`config.mk`:
```
export PLATFORM = sky130hd
export DESIGN_NAME = fixed_step_tick_scheduler_core_flat
export DESIGN_NICKNAME = d
export VERILOG_FILES = /design/src/fsts_pkg.sv /design/src/fsts_req_if.sv /design/src/fsts_rsp_if.sv /design/src/fixed_step_tick_scheduler_core.sv /design/src/fsts_front.sv /design/src/fsts_queue.sv /design/src/fsts_back.sv /design/src/flat_wrapper.sv
export SDC_FILE = /design/constraint.sdc
export NUM_CORES = 2
export LEC_CHECK = 0
export BUFFER_PORTS_ARGS = -buffer_cell sky130_fd_sc_hd__clkbuf_2
export CAP_MARGIN = 20
export CORE_AREA = 10 10 375 377
export CTS_CLUSTER_DIAMETER = 30
export DETAILED_ROUTE_END_ITERATION = 8
export DIE_AREA = 0 0 385 387
export GPL_ROUTABILITY_DRIVEN = 0
export SLEW_MARGIN = 30
export SYNTH_ARGS = -nofsm -noshare
export SYNTH_HDL_FRONTEND = slang
export SYNTH_SLANG_ARGS = --single-unit
```
`constraint.sdc`:
```
create_clock -name clock -period 7.5 [get_ports clock]
set_input_delay 1.5 -clock clock [delete_from_list [all_inputs] [get_ports clock]]
set_output_delay 1.5 -clock clock [all_outputs]
set_load 0.02 [all_outputs]
```
`src/fsts_pkg.sv`:
```
`timescale 1ns / 1ps
// Shared types, constants and register indexes for the fixed-step tick scheduler.
package fsts_pkg;

   localparam int TICK_COUNT_WIDTH = 32;
   localparam int BURST_LIMIT      = 32;

   localparam int PERIOD_WIDTH = 32;
   localparam int SCALE_WIDTH  = 16;
   localparam int DELTA_WIDTH  = 32;
   localparam int LIMIT_WIDTH  = 6;
   localparam int ACC_WIDTH    = 48;
   localparam int SCALE_FRAC   = 8;
   localparam int SCALED_WIDTH = DELTA_WIDTH + SCALE_WIDTH - SCALE_FRAC;
   localparam int PROD_WIDTH   = PERIOD_WIDTH + LIMIT_WIDTH;
   localparam int NUM_WIDTH    = 32;
   localparam int ALPHA_WIDTH  = 16;
   localparam int ALPHA_BITS   = 15;
   localparam int STEP_WIDTH   = $clog2(ALPHA_BITS);
   localparam int CSR_IDX_WIDTH = 2;
   localparam int CSR_WIDTH     = 32;

   localparam logic [ALPHA_WIDTH-1:0] ALPHA_ONE = ALPHA_WIDTH'(1 << ALPHA_BITS);
   localparam logic [LIMIT_WIDTH-1:0] LIMIT_MAX = LIMIT_WIDTH'(BURST_LIMIT);

   localparam int Q_DEPTH     = 2;
   localparam int Q_PTR_WIDTH = $clog2(Q_DEPTH);
   localparam int Q_CNT_WIDTH = $clog2(Q_DEPTH + 1);

   // register indexes
   localparam logic [CSR_IDX_WIDTH-1:0] CSR_TICK_PERIOD = 2'd0;
   localparam logic [CSR_IDX_WIDTH-1:0] CSR_TIME_SCALE  = 2'd1;
   localparam logic [CSR_IDX_WIDTH-1:0] CSR_MAX_TICKS   = 2'd2;
   localparam logic [CSR_IDX_WIDTH-1:0] CSR_ENABLED     = 2'd3;

   // input operation codes
   localparam logic OP_ADVANCE = 1'b0;
   localparam logic OP_CLEAR   = 1'b1;

   typedef enum logic [1:0] {
      CMD_ADVANCE,
      CMD_HOLD,
      CMD_CLEAR
   } cmd_kind_type;

   typedef struct packed {
      cmd_kind_type             kind;
      logic [SCALED_WIDTH-1:0]  scaled;
      logic [LIMIT_WIDTH-1:0]   limit;
   } cmd_type;

   typedef enum logic [2:0] {
      ST_IDLE,
      ST_TICK,
      ST_CLAMP,
      ST_DIV_INIT,
      ST_DIV_STEP,
      ST_SUMMARY
   } back_state_type;

endpackage

```
`src/fsts_req_if.sv`:
```
`timescale 1ns / 1ps
// Input channel: advance and clear transactions.
interface fsts_req_if;
   import fsts_pkg::*;

   logic                   valid;
   logic                   ready;
   logic                   operation;
   logic [DELTA_WIDTH-1:0] delta_time;

   modport source (output valid, output operation, output delta_time, input ready);
   modport sink (input valid, input operation, input delta_time, output ready);
endinterface

```
`src/fsts_rsp_if.sv`:
```
`timescale 1ns / 1ps
// Result channel: tick and summary transactions.
interface fsts_rsp_if;
   import fsts_pkg::*;

   logic                   valid;
   logic                   ready;
   logic                   is_tick;
   logic [NUM_WIDTH-1:0]   tick_number;
   logic [LIMIT_WIDTH-1:0] ticks_this_update;
   logic [ALPHA_WIDTH-1:0] interp_alpha;
   logic                   last;

   modport source (output valid, output is_tick, output tick_number,
                   output ticks_this_update, output interp_alpha, output last,
                   input ready);
   modport sink (input valid, input is_tick, input tick_number,
                 input ticks_this_update, input interp_alpha, input last,
                 output ready);
endinterface

```
`src/fixed_step_tick_scheduler_core.sv`:
```
`timescale 1ns / 1ps
// Top level of the fixed-step tick scheduler: CSRs, front end, queue and back end.
//
// req_ch takes advance and clear transactions (valid/ready). Each one produces
// zero or more tick transactions on rsp_ch, followed by one summary with last
// set, carrying the tick count and the Q1.15 interpolation alpha.
// The front end scales the elapsed time and places a command in a two-entry
// queue; the back end works through one command at a time.
// Steps of an advance: load the accumulator, emit each tick (at most 32), leave
// the tick loop, apply the backlog clamp, set up the divider, run the restoring
// alpha division (one quotient bit per cycle) and emit the summary. The division
// is skipped when the period is zero or a whole period is left over. A clear goes
// straight to the summary; a disabled advance goes through the divider to it.
// Results leave through an output register; while a transaction waits the back
// end can still clamp and divide, but holds in the tick and summary states; when
// rsp_ch stalls the queue then fills and req_ch.ready drops.
// Reset (synchronous, active high) empties the queue, clears the accumulator
// and tick counter and loads the CSR defaults. Write CSRs only while idle.
module fixed_step_tick_scheduler_core import fsts_pkg::*; (
   input  logic                     clock,
   input  logic                     reset,
   input  logic                     csr_we,
   input  logic [CSR_IDX_WIDTH-1:0] csr_index,
   input  logic [CSR_WIDTH-1:0]     csr_wdata,
   fsts_req_if.sink                 req_ch,
   fsts_rsp_if.source               rsp_ch
);

   logic [PERIOD_WIDTH-1:0] tick_period_ff;
   logic [SCALE_WIDTH-1:0]  time_scale_ff;
   logic [LIMIT_WIDTH-1:0]  max_ticks_ff;
   logic                    enabled_ff;

   logic    push;
   logic    pop;
   logic    q_full;
   logic    q_empty;
   cmd_type push_cmd;
   cmd_type head_cmd;

   always_ff @(posedge clock) begin
      if (reset) begin
         tick_period_ff <= PERIOD_WIDTH'(262144);
         time_scale_ff  <= SCALE_WIDTH'(256);
         max_ticks_ff   <= LIMIT_WIDTH'(10);
         enabled_ff     <= 1'b0;
      end else if (csr_we) begin
         case (csr_index)
            CSR_TICK_PERIOD: tick_period_ff <= csr_wdata[PERIOD_WIDTH-1:0];
            CSR_TIME_SCALE:  time_scale_ff  <= csr_wdata[SCALE_WIDTH-1:0];
            CSR_MAX_TICKS:   max_ticks_ff   <= csr_wdata[LIMIT_WIDTH-1:0];
            CSR_ENABLED:     enabled_ff     <= csr_wdata[0];
            default: begin
            end
         endcase
      end
   end

   fsts_front u_front (
      .req_ch     (req_ch),
      .time_scale (time_scale_ff),
      .max_ticks  (max_ticks_ff),
      .enabled    (enabled_ff),
      .q_full     (q_full),
      .push       (push),
      .cmd        (push_cmd)
   );

   fsts_queue u_queue (
      .clock     (clock),
      .reset     (reset),
      .push      (push),
      .push_data (push_cmd),
      .pop       (pop),
      .head      (head_cmd),
      .full      (q_full),
      .empty     (q_empty)
   );

   fsts_back u_back (
      .clock       (clock),
      .reset       (reset),
      .tick_period (tick_period_ff),
      .head        (head_cmd),
      .empty       (q_empty),
      .pop         (pop),
      .rsp_ch      (rsp_ch)
   );

endmodule

```
`src/fsts_front.sv`:
```
`timescale 1ns / 1ps
// Front end: accepts requests, classifies them and scales the elapsed time.
module fsts_front import fsts_pkg::*; (
   fsts_req_if.sink                req_ch,
   input  logic [SCALE_WIDTH-1:0]  time_scale,
   input  logic [LIMIT_WIDTH-1:0]  max_ticks,
   input  logic                    enabled,
   input  logic                    q_full,
   output logic                    push,
   output cmd_type                 cmd
);

   logic [DELTA_WIDTH+SCALE_WIDTH-1:0] product;

   assign req_ch.ready = !q_full;
   assign push         = req_ch.valid && !q_full;
   assign product      = (DELTA_WIDTH+SCALE_WIDTH)'(req_ch.delta_time) *
                         (DELTA_WIDTH+SCALE_WIDTH)'(time_scale);

   always_comb begin
      cmd.scaled = product[DELTA_WIDTH+SCALE_WIDTH-1:SCALE_FRAC];
      // zero limit behaves as one, oversize limits are capped
      if (max_ticks == '0) begin
         cmd.limit = LIMIT_WIDTH'(1);
      end else if (max_ticks > LIMIT_MAX) begin
         cmd.limit = LIMIT_MAX;
      end else begin
         cmd.limit = max_ticks;
      end
      if (req_ch.operation == OP_CLEAR) begin
         cmd.kind = CMD_CLEAR;
      end else if (!enabled) begin
         cmd.kind = CMD_HOLD;
      end else begin
         cmd.kind = CMD_ADVANCE;
      end
   end

endmodule

```
`src/fsts_queue.sv`:
```
`timescale 1ns / 1ps
// Short command queue between the front and back ends.
module fsts_queue import fsts_pkg::*; (
   input  logic    clock,
   input  logic    reset,
   input  logic    push,
   input  cmd_type push_data,
   input  logic    pop,
   output cmd_type head,
   output logic    full,
   output logic    empty
);

   cmd_type                 mem [Q_DEPTH];
   logic [Q_PTR_WIDTH-1:0]  wr_ptr_ff, wr_ptr_in;
   logic [Q_PTR_WIDTH-1:0]  rd_ptr_ff, rd_ptr_in;
   logic [Q_CNT_WIDTH-1:0]  count_ff, count_in;

   assign full  = (count_ff == Q_CNT_WIDTH'(Q_DEPTH));
   assign empty = (count_ff == '0);
   assign head  = mem[rd_ptr_ff];

   always_comb begin
      wr_ptr_in = wr_ptr_ff;
      rd_ptr_in = rd_ptr_ff;
      count_in  = count_ff;
      if (push) begin
         wr_ptr_in = (wr_ptr_ff == Q_PTR_WIDTH'(Q_DEPTH-1)) ? '0 : wr_ptr_ff + 1'b1;
      end
      if (pop) begin
         rd_ptr_in = (rd_ptr_ff == Q_PTR_WIDTH'(Q_DEPTH-1)) ? '0 : rd_ptr_ff + 1'b1;
      end
      if (push && !pop) begin
         count_in = count_ff + 1'b1;
      end else if (pop && !push) begin
         count_in = count_ff - 1'b1;
      end
   end

   always_ff @(posedge clock) begin
      if (reset) begin
         wr_ptr_ff <= '0;
         rd_ptr_ff <= '0;
         count_ff  <= '0;
      end else begin
         wr_ptr_ff <= wr_ptr_in;
         rd_ptr_ff <= rd_ptr_in;
         count_ff  <= count_in;
      end
   end

   always_ff @(posedge clock) begin
      if (push) begin
         mem[wr_ptr_ff] <= push_data;
      end
   end

endmodule

```
`src/fsts_back.sv`:
```
`timescale 1ns / 1ps
// Back end: accumulator, tick loop, backlog clamp, alpha divider and output register.
module fsts_back import fsts_pkg::*; (
   input  logic                    clock,
   input  logic                    reset,
   input  logic [PERIOD_WIDTH-1:0] tick_period,
   input  cmd_type                 head,
   input  logic                    empty,
   output logic                    pop,
   fsts_rsp_if.source              rsp_ch
);

   back_state_type                state_ff, state_in;
   logic [ACC_WIDTH-1:0]          acc_ff, acc_in;
   logic [TICK_COUNT_WIDTH-1:0]   counter_ff, counter_in;
   logic [LIMIT_WIDTH-1:0]        cnt_ff, cnt_in;
   logic [LIMIT_WIDTH-1:0]        limit_ff, limit_in;
   logic [PROD_WIDTH-1:0]         prod_ff, prod_in;
   logic [PERIOD_WIDTH-1:0]       rem_ff, rem_in;
   logic [ALPHA_BITS-1:0]         quo_ff, quo_in;
   logic [STEP_WIDTH-1:0]         step_ff, step_in;
   logic [ALPHA_WIDTH-1:0]        alpha_ff, alpha_in;

   logic                          rsp_valid_ff;
   logic                          rsp_is_tick_ff;
   logic [NUM_WIDTH-1:0]          rsp_num_ff;
   logic [LIMIT_WIDTH-1:0]        rsp_cnt_ff;
   logic [ALPHA_WIDTH-1:0]        rsp_alpha_ff;

   logic                          out_free;
   logic                          load;
   logic                          load_tick;
   logic [ACC_WIDTH:0]            sum;
   logic [ACC_WIDTH-1:0]          period_ext;
   logic [PERIOD_WIDTH:0]         shifted;
   logic                          qbit;

   assign out_free   = !rsp_valid_ff || rsp_ch.ready;
   assign period_ext = ACC_WIDTH'(tick_period);
   assign sum        = (ACC_WIDTH+1)'(acc_ff) + (ACC_WIDTH+1)'(head.scaled);
   assign shifted    = {rem_ff, 1'b0};

   always_comb begin
      state_in   = state_ff;
      acc_in     = acc_ff;
      counter_in = counter_ff;
      cnt_in     = cnt_ff;
      limit_in   = limit_ff;
      prod_in    = prod_ff;
      rem_in     = rem_ff;
      quo_in     = quo_ff;
      step_in    = step_ff;
      alpha_in   = alpha_ff;
      pop        = 1'b0;
      load       = 1'b0;
      load_tick  = 1'b0;
      qbit       = 1'b0;
      case (state_ff)
         ST_IDLE: begin
            if (!empty) begin
               pop    = 1'b1;
               cnt_in = '0;
               case (head.kind)
                  CMD_CLEAR: begin
                     acc_in     = '0;
                     counter_in = '0;
                     alpha_in   = '0;
                     state_in   = ST_SUMMARY;
                  end
                  CMD_HOLD: begin
                     state_in = ST_DIV_INIT;
                  end
                  CMD_ADVANCE: begin
                     // saturating add
                     acc_in   = sum[ACC_WIDTH] ? '1 : sum[ACC_WIDTH-1:0];
                     limit_in = head.limit;
                     prod_in  = PROD_WIDTH'(tick_period) * PROD_WIDTH'(head.limit);
                     state_in = ST_TICK;
                  end
                  default: begin
                     state_in = ST_IDLE;
                  end
               endcase
            end
         end
         ST_TICK: begin
            if (acc_ff >= period_ext && cnt_ff < limit_ff) begin
               if (out_free) begin
                  load       = 1'b1;
                  load_tick  = 1'b1;
                  acc_in     = acc_ff - period_ext;
                  counter_in = counter_ff + 1'b1;
                  cnt_in     = cnt_ff + 1'b1;
               end
            end else begin
               state_in = ST_CLAMP;
            end
         end
         ST_CLAMP: begin
            if (acc_ff >= ACC_WIDTH'(prod_ff)) begin
               acc_in = ACC_WIDTH'(prod_ff) - period_ext;
            end
            state_in = ST_DIV_INIT;
         end
         ST_DIV_INIT: begin
            if (tick_period == '0) begin
               alpha_in = '0;
               state_in = ST_SUMMARY;
            end else if (acc_ff >= period_ext) begin
               alpha_in = ALPHA_ONE;
               state_in = ST_SUMMARY;
            end else begin
               rem_in   = acc_ff[PERIOD_WIDTH-1:0];
               quo_in   = '0;
               step_in  = '0;
               state_in = ST_DIV_STEP;
            end
         end
         ST_DIV_STEP: begin
            // one restoring quotient bit per cycle
            if (shifted >= {1'b0, tick_period}) begin
               qbit   = 1'b1;
               rem_in = PERIOD_WIDTH'(shifted - {1'b0, tick_period});
            end else begin
               rem_in = shifted[PERIOD_WIDTH-1:0];
            end
            quo_in = {quo_ff[ALPHA_BITS-2:0], qbit};
            if (step_ff == STEP_WIDTH'(ALPHA_BITS-1)) begin
               alpha_in = ALPHA_WIDTH'(quo_in);
               state_in = ST_SUMMARY;
            end else begin
               step_in = step_ff + 1'b1;
            end
         end
         ST_SUMMARY: begin
            if (out_free) begin
               load     = 1'b1;
               state_in = ST_IDLE;
            end
         end
         default: begin
            state_in = ST_IDLE;
         end
      endcase
   end

   always_ff @(posedge clock) begin
      if (reset) begin
         state_ff   <= ST_IDLE;
         acc_ff     <= '0;
         counter_ff <= '0;
      end else begin
         state_ff   <= state_in;
         acc_ff     <= acc_in;
         counter_ff <= counter_in;
      end
   end

   always_ff @(posedge clock) begin
      cnt_ff   <= cnt_in;
      limit_ff <= limit_in;
      prod_ff  <= prod_in;
      rem_ff   <= rem_in;
      quo_ff   <= quo_in;
      step_ff  <= step_in;
      alpha_ff <= alpha_in;
   end

   always_ff @(posedge clock) begin
      if (reset) begin
         rsp_valid_ff <= 1'b0;
      end else if (load) begin
         rsp_valid_ff <= 1'b1;
      end else if (rsp_ch.ready) begin
         rsp_valid_ff <= 1'b0;
      end
   end

   always_ff @(posedge clock) begin
      if (load) begin
         rsp_is_tick_ff <= load_tick;
         rsp_num_ff     <= NUM_WIDTH'(counter_ff);
         rsp_cnt_ff     <= load_tick ? '0 : cnt_ff;
         rsp_alpha_ff   <= load_tick ? '0 : alpha_ff;
      end
   end

   assign rsp_ch.valid             = rsp_valid_ff;
   assign rsp_ch.is_tick           = rsp_is_tick_ff;
   assign rsp_ch.tick_number       = rsp_num_ff;
   assign rsp_ch.ticks_this_update = rsp_cnt_ff;
   assign rsp_ch.interp_alpha      = rsp_alpha_ff;
   assign rsp_ch.last              = !rsp_is_tick_ff;

   a_burst_bound: assert property (@(posedge clock) disable iff (reset)
      (state_ff == ST_TICK) |-> (cnt_ff <= limit_ff))
      else $error("tick burst exceeded its limit");

   a_clamp_bound: assert property (@(posedge clock) disable iff (reset)
      (state_ff == ST_CLAMP && tick_period != '0) |=> (acc_ff < ACC_WIDTH'(prod_ff)))
      else $error("backlog not clamped below period times limit");

   a_div_rem: assert property (@(posedge clock) disable iff (reset)
      (state_ff == ST_DIV_STEP) |-> (rem_ff < tick_period))
      else $error("divider remainder out of range");

endmodule

```
`src/flat_wrapper.sv`:
```
// flat-port wrapper written by rule: the top's interface ports become plain ports
module fixed_step_tick_scheduler_core_flat import fsts_pkg::*;
  (clock, reset, csr_we, csr_index, csr_wdata, req_ch_valid, req_ch_operation, req_ch_delta_time, req_ch_ready, rsp_ch_valid, rsp_ch_is_tick, rsp_ch_tick_number, rsp_ch_ticks_this_update, rsp_ch_interp_alpha, rsp_ch_last, rsp_ch_ready);
  fsts_req_if req_ch_i ();
  fsts_rsp_if rsp_ch_i ();
  input  logic clock;
  input  logic reset;
  input  logic csr_we;
  input  logic [CSR_IDX_WIDTH-1:0] csr_index;
  input  logic [CSR_WIDTH-1:0] csr_wdata;
  input wire logic [$bits(req_ch_i.valid)-1:0] req_ch_valid;
  input wire logic [$bits(req_ch_i.operation)-1:0] req_ch_operation;
  input wire logic [$bits(req_ch_i.delta_time)-1:0] req_ch_delta_time;
  output wire logic [$bits(req_ch_i.ready)-1:0] req_ch_ready;
  output wire logic [$bits(rsp_ch_i.valid)-1:0] rsp_ch_valid;
  output wire logic [$bits(rsp_ch_i.is_tick)-1:0] rsp_ch_is_tick;
  output wire logic [$bits(rsp_ch_i.tick_number)-1:0] rsp_ch_tick_number;
  output wire logic [$bits(rsp_ch_i.ticks_this_update)-1:0] rsp_ch_ticks_this_update;
  output wire logic [$bits(rsp_ch_i.interp_alpha)-1:0] rsp_ch_interp_alpha;
  output wire logic [$bits(rsp_ch_i.last)-1:0] rsp_ch_last;
  input wire logic [$bits(rsp_ch_i.ready)-1:0] rsp_ch_ready;
  assign req_ch_i.valid = req_ch_valid;
  assign req_ch_i.operation = req_ch_operation;
  assign req_ch_i.delta_time = req_ch_delta_time;
  assign req_ch_ready = req_ch_i.ready;
  assign rsp_ch_valid = rsp_ch_i.valid;
  assign rsp_ch_is_tick = rsp_ch_i.is_tick;
  assign rsp_ch_tick_number = rsp_ch_i.tick_number;
  assign rsp_ch_ticks_this_update = rsp_ch_i.ticks_this_update;
  assign rsp_ch_interp_alpha = rsp_ch_i.interp_alpha;
  assign rsp_ch_last = rsp_ch_i.last;
  assign rsp_ch_i.ready = rsp_ch_ready;
  fixed_step_tick_scheduler_core u_core (.clock(clock), .reset(reset), .csr_we(csr_we), .csr_index(csr_index), .csr_wdata(csr_wdata), .req_ch(req_ch_i), .rsp_ch(rsp_ch_i));
endmodule
```
==> results.toml <==
[run_status]
status = "complete, no violations"

[critical_path]
reg2regPathDepth = 24
crit_type = "input pin to flop"
cp-start-kind = "input pin"
cp_data_arrival_time_ps = 7580
end_kind = "flop"
crit_required_ps = 7870
worstPathMaxFanout = 11

[clock_tree]
clock_sinks = 411
cts_root_buf = "clkbuf_16"
clkTransAtPathRegs_ps = 50
htree_levels = 3
cts_tree = "done"
clk_latency_ps = 640
cts_inserted_buffers = 87
cts_buffer_depth = 3

[synth]
yosysUniqueCellTypes = 80
synth_xor_area_share_pct = 4.48
ys.flop_type = "edfxtp_1"
yosys.area_share.simple_pct = 16.8
ys_async_sr_fraction_pct = 0
ys_seq_area_share_pct = 23.6
netlist_instances = 5086
synth_top_family_by_area = "adder cells"
synthMuxAreaShare_pct = 1.97
synth_compound_area_share_pct = 12.4
synth_nets = 6047
synthAdderAreaFrac_pct = 32.9
yosysWarnings = 0
synth.cell_area_um2 = 46100
ys_seq_elements = 411
synthesis.area_per_instance_um2 = 9.07
synth_edf_count = 267

[timing]
clock_skew_ps = 28.3
slew_viol_final = 0
setup_violations = 0
worst_pin_slew_ps = 861
maxSlewHeadroom_pct = 42.4
finalHoldViolCount = 0
fmaxAchievable_ghz = 0.139
fin_crit_sh_pct = 96.1
fin_crit_ps = 7210

[final_layout]
drive_gt1_share_pct = 10.7
final_cells = 7079
nets = 6199
multiInputGateArea_um2 = 31800
final_core_util_pct = 39.6
area_delta_synth_final_pct = 14.2
fill_cells = 13253
regArea_um2 = 10900

[die]
io_pins = 130
initial_core_util_pct = 34.7
rows = 134
die-area_um2 = 149000
die_y_um = 387
die_w_um = 385
core_area_um2 = 133000

[worst_hold_path]
hold_class = "flop to flop"
whs_path_depth = 0

[placement]
hpwl_um = 100000
portBuffers = 129
dp_cells = 6916

[global_route]
overflow = 0
grt_max_degree = 64
antenna_found_initial = 0
grt_pass1_wl_um = 203000
grt_pass1_vias = 37185
grt_util_all_layers_pct = 16.8

[power]
p_per_area_nw_per_um2 = 290
vdd_drop_max_mv = 0.293
power_leakage_nw = 23.2

[route]
wl_um = 127000
viasPerCell = 5.13
drtPass1Iterations = 8
via_count = 36320
antenna_left = 0
drtIter0Drc = 2507
drc = 0
wl_per_cell_um = 17.9

[job]
drv_cap = 0
==> repair_timing <==
item	4_1_cts	5_1_grt
gates resized for setup	0	19
buffers inserted	0	1
hold buffers	0	0
endpoints found under the setup margin	0	24
==> power by group <==
part	leakage (nW)	internal [mW]	switching (mW)	total, mW
logic	18.1	3.06	4.70	7.76
registers	3.68	3.20	0.398	3.60
clock network	1.49	2.62	1.33	3.95
total	23.2	8.88	6.43	15.3
==> layout by cell type (no fill, tap or decap), types with 150 or more instances in the layout <==
| cell | count |
|---|---|
| a21oi_1 | 260 |
| and2_1 | 266 |
| buf_4 | 172 |
| edfxtp_1 | 267 |
| fa_1 | 542 |
| ha_1 | 347 |
| inv_1 | 708 |
| nand2_1 | 703 |
| nor2_1 | 247 |
| o21ai_0 | 153 |
| xnor2_1 | 150 |
==> cell type report <==
class	instances	area share (%)
Clock buffer	102	4.42
Antenna cell	1	0.00475
Timing Repair Buffer	310	4.05
Inverter	709	5.05
Sequential cell	411	20.7
Tap cell	1768	4.20
Multi-Input combinational cell	3719	60.2
Clock inverter	59	1.35
==> cells by family after synthesis <==
family | after synthesis
adders and majority gates | 889
AOI/OAI and AO/OA | 880
DFF | 411
buffers and inverters | 956
muxes | 85
xor gates and xnor gates | 236
and+or+nand+nor | 1629
==> flip-flops by register name, indices dropped and copies added, names as in the netlist, 2 cells and up, named ones only <==
register	count
u_core.u_back.rsp_ch.ticks_this_update	6
u_core.u_queue.mem	96
u_core.max_ticks_ff	6
u_core.u_back.step_ff	4
u_core.u_back.quo_ff	14
u_core.u_back.alpha_ff	16
u_core.u_back.rsp_ch.tick_number	32
u_core.u_back.counter_ff	32
u_core.u_back.state_ff	3
u_core.u_back.prod_ff	38
u_core.u_back.acc_ff	48
u_core.u_back.limit_ff	6
u_core.u_queue.count_ff	2
u_core.u_back.rem_ff	32
u_core.time_scale_ff	16
u_core.u_back.rsp_ch.interp_alpha	16
u_core.u_back.cnt_ff	6
u_core.tick_period_ff	32
==> routing by layer <==
metal  up-vias  share of wire (%)  track usage, %
met2      1024                 48            28.0
met4         0                2.7            4.98
li1      17138                  -               -
met5         -                  0               0
met1     17945                 44            22.4
met3       213                5.2            2.27
==> worst paths after layout <==
kind	startpoint	end	slack, ps
worst max-delay path	req_ch_delta_time[14]	u_core.u_queue.mem[1][42]	290
worst min-delay path	u_core.u_back.counter_ff[15]	u_core.u_back.rsp_ch.tick_number[15]	440
worst max register to register	u_core.time_scale_ff[10]	u_core.u_queue.mem[1][42]	770
worst min register to register	u_core.u_back.counter_ff[15]	u_core.u_back.rsp_ch.tick_number[15]	440
==> worst max-delay path, stage by stage <==
cell and delay (ps):
clkbuf_2 260, nand2_1 130, fa_1 540, inv_1 50
fa_1 540, fa_1 470, fa_1 530, fa_1 560
inv_1 60, fa_1 530, inv_1 40, ha_1 290
and4_1 210, nand2_1 100, or3_1 400, o22ai_2 170
o21bai_1 70, nor2b_1 120, buf_4 150, o21ai_4 200
a41oi_2 180, o21bai_1 210, a21oi_1 110, xnor2_1 140
==> synthesized netlist by cell type, types with 8 or more instances <==
cell,instances,area [um^2]
a21oi_1,263,1320
nand2b_1,28,175
a21o_1,117,878
a211oi_1,42,315
o21a_1,42,315
or4_1,9,67.6
inv_1,708,2660
nor4_1,22,138
or2_2,8,50.1
and4_1,17,149
xor2_1,86,753
o211ai_1,20,150
nor2_1,251,942
and3_1,56,350
a221oi_1,11,96.3
and2_1,266,1660
a311oi_1,19,166
o21ai_0,155,776
dfxtp_1,144,2880
mux2i_1,37,370
a22oi_1,12,90.1
o21bai_1,30,225
fa_1,542,10900
nor3_1,67,335
o31ai_1,16,120
o22ai_1,21,131
ha_1,347,4340
or3_1,13,81.3
o41ai_1,8,70.1
xnor2_1,150,1310
edfxtp_1,267,8020
clkbuf_1,230,863
nand3_1,68,340
nand2_1,703,2640
mux2_2,48,541
nand4_1,44,275
a31o_2,8,70.1
a211o_1,9,78.8
a31oi_1,35,219
nor2b_1,58,363
==> per-stage QoR <==
stage               setup slack, ps  area, um^2  total power [mW]  hold WS [ps]  setup TNS (ps)
finish                          292       52700              15.3           441               0
global route                  -22.9       52700              16.4           449           -43.8
CTS                             151       52600              15.3           438               0
detailed placement             -514       49600              11.3           424          -13570
global placement               -470       49600              11.2           419           -9510
floorplan                      8.96       46200              9.10           408               0
Note: power is estimated with default switching activity, not from simulation.
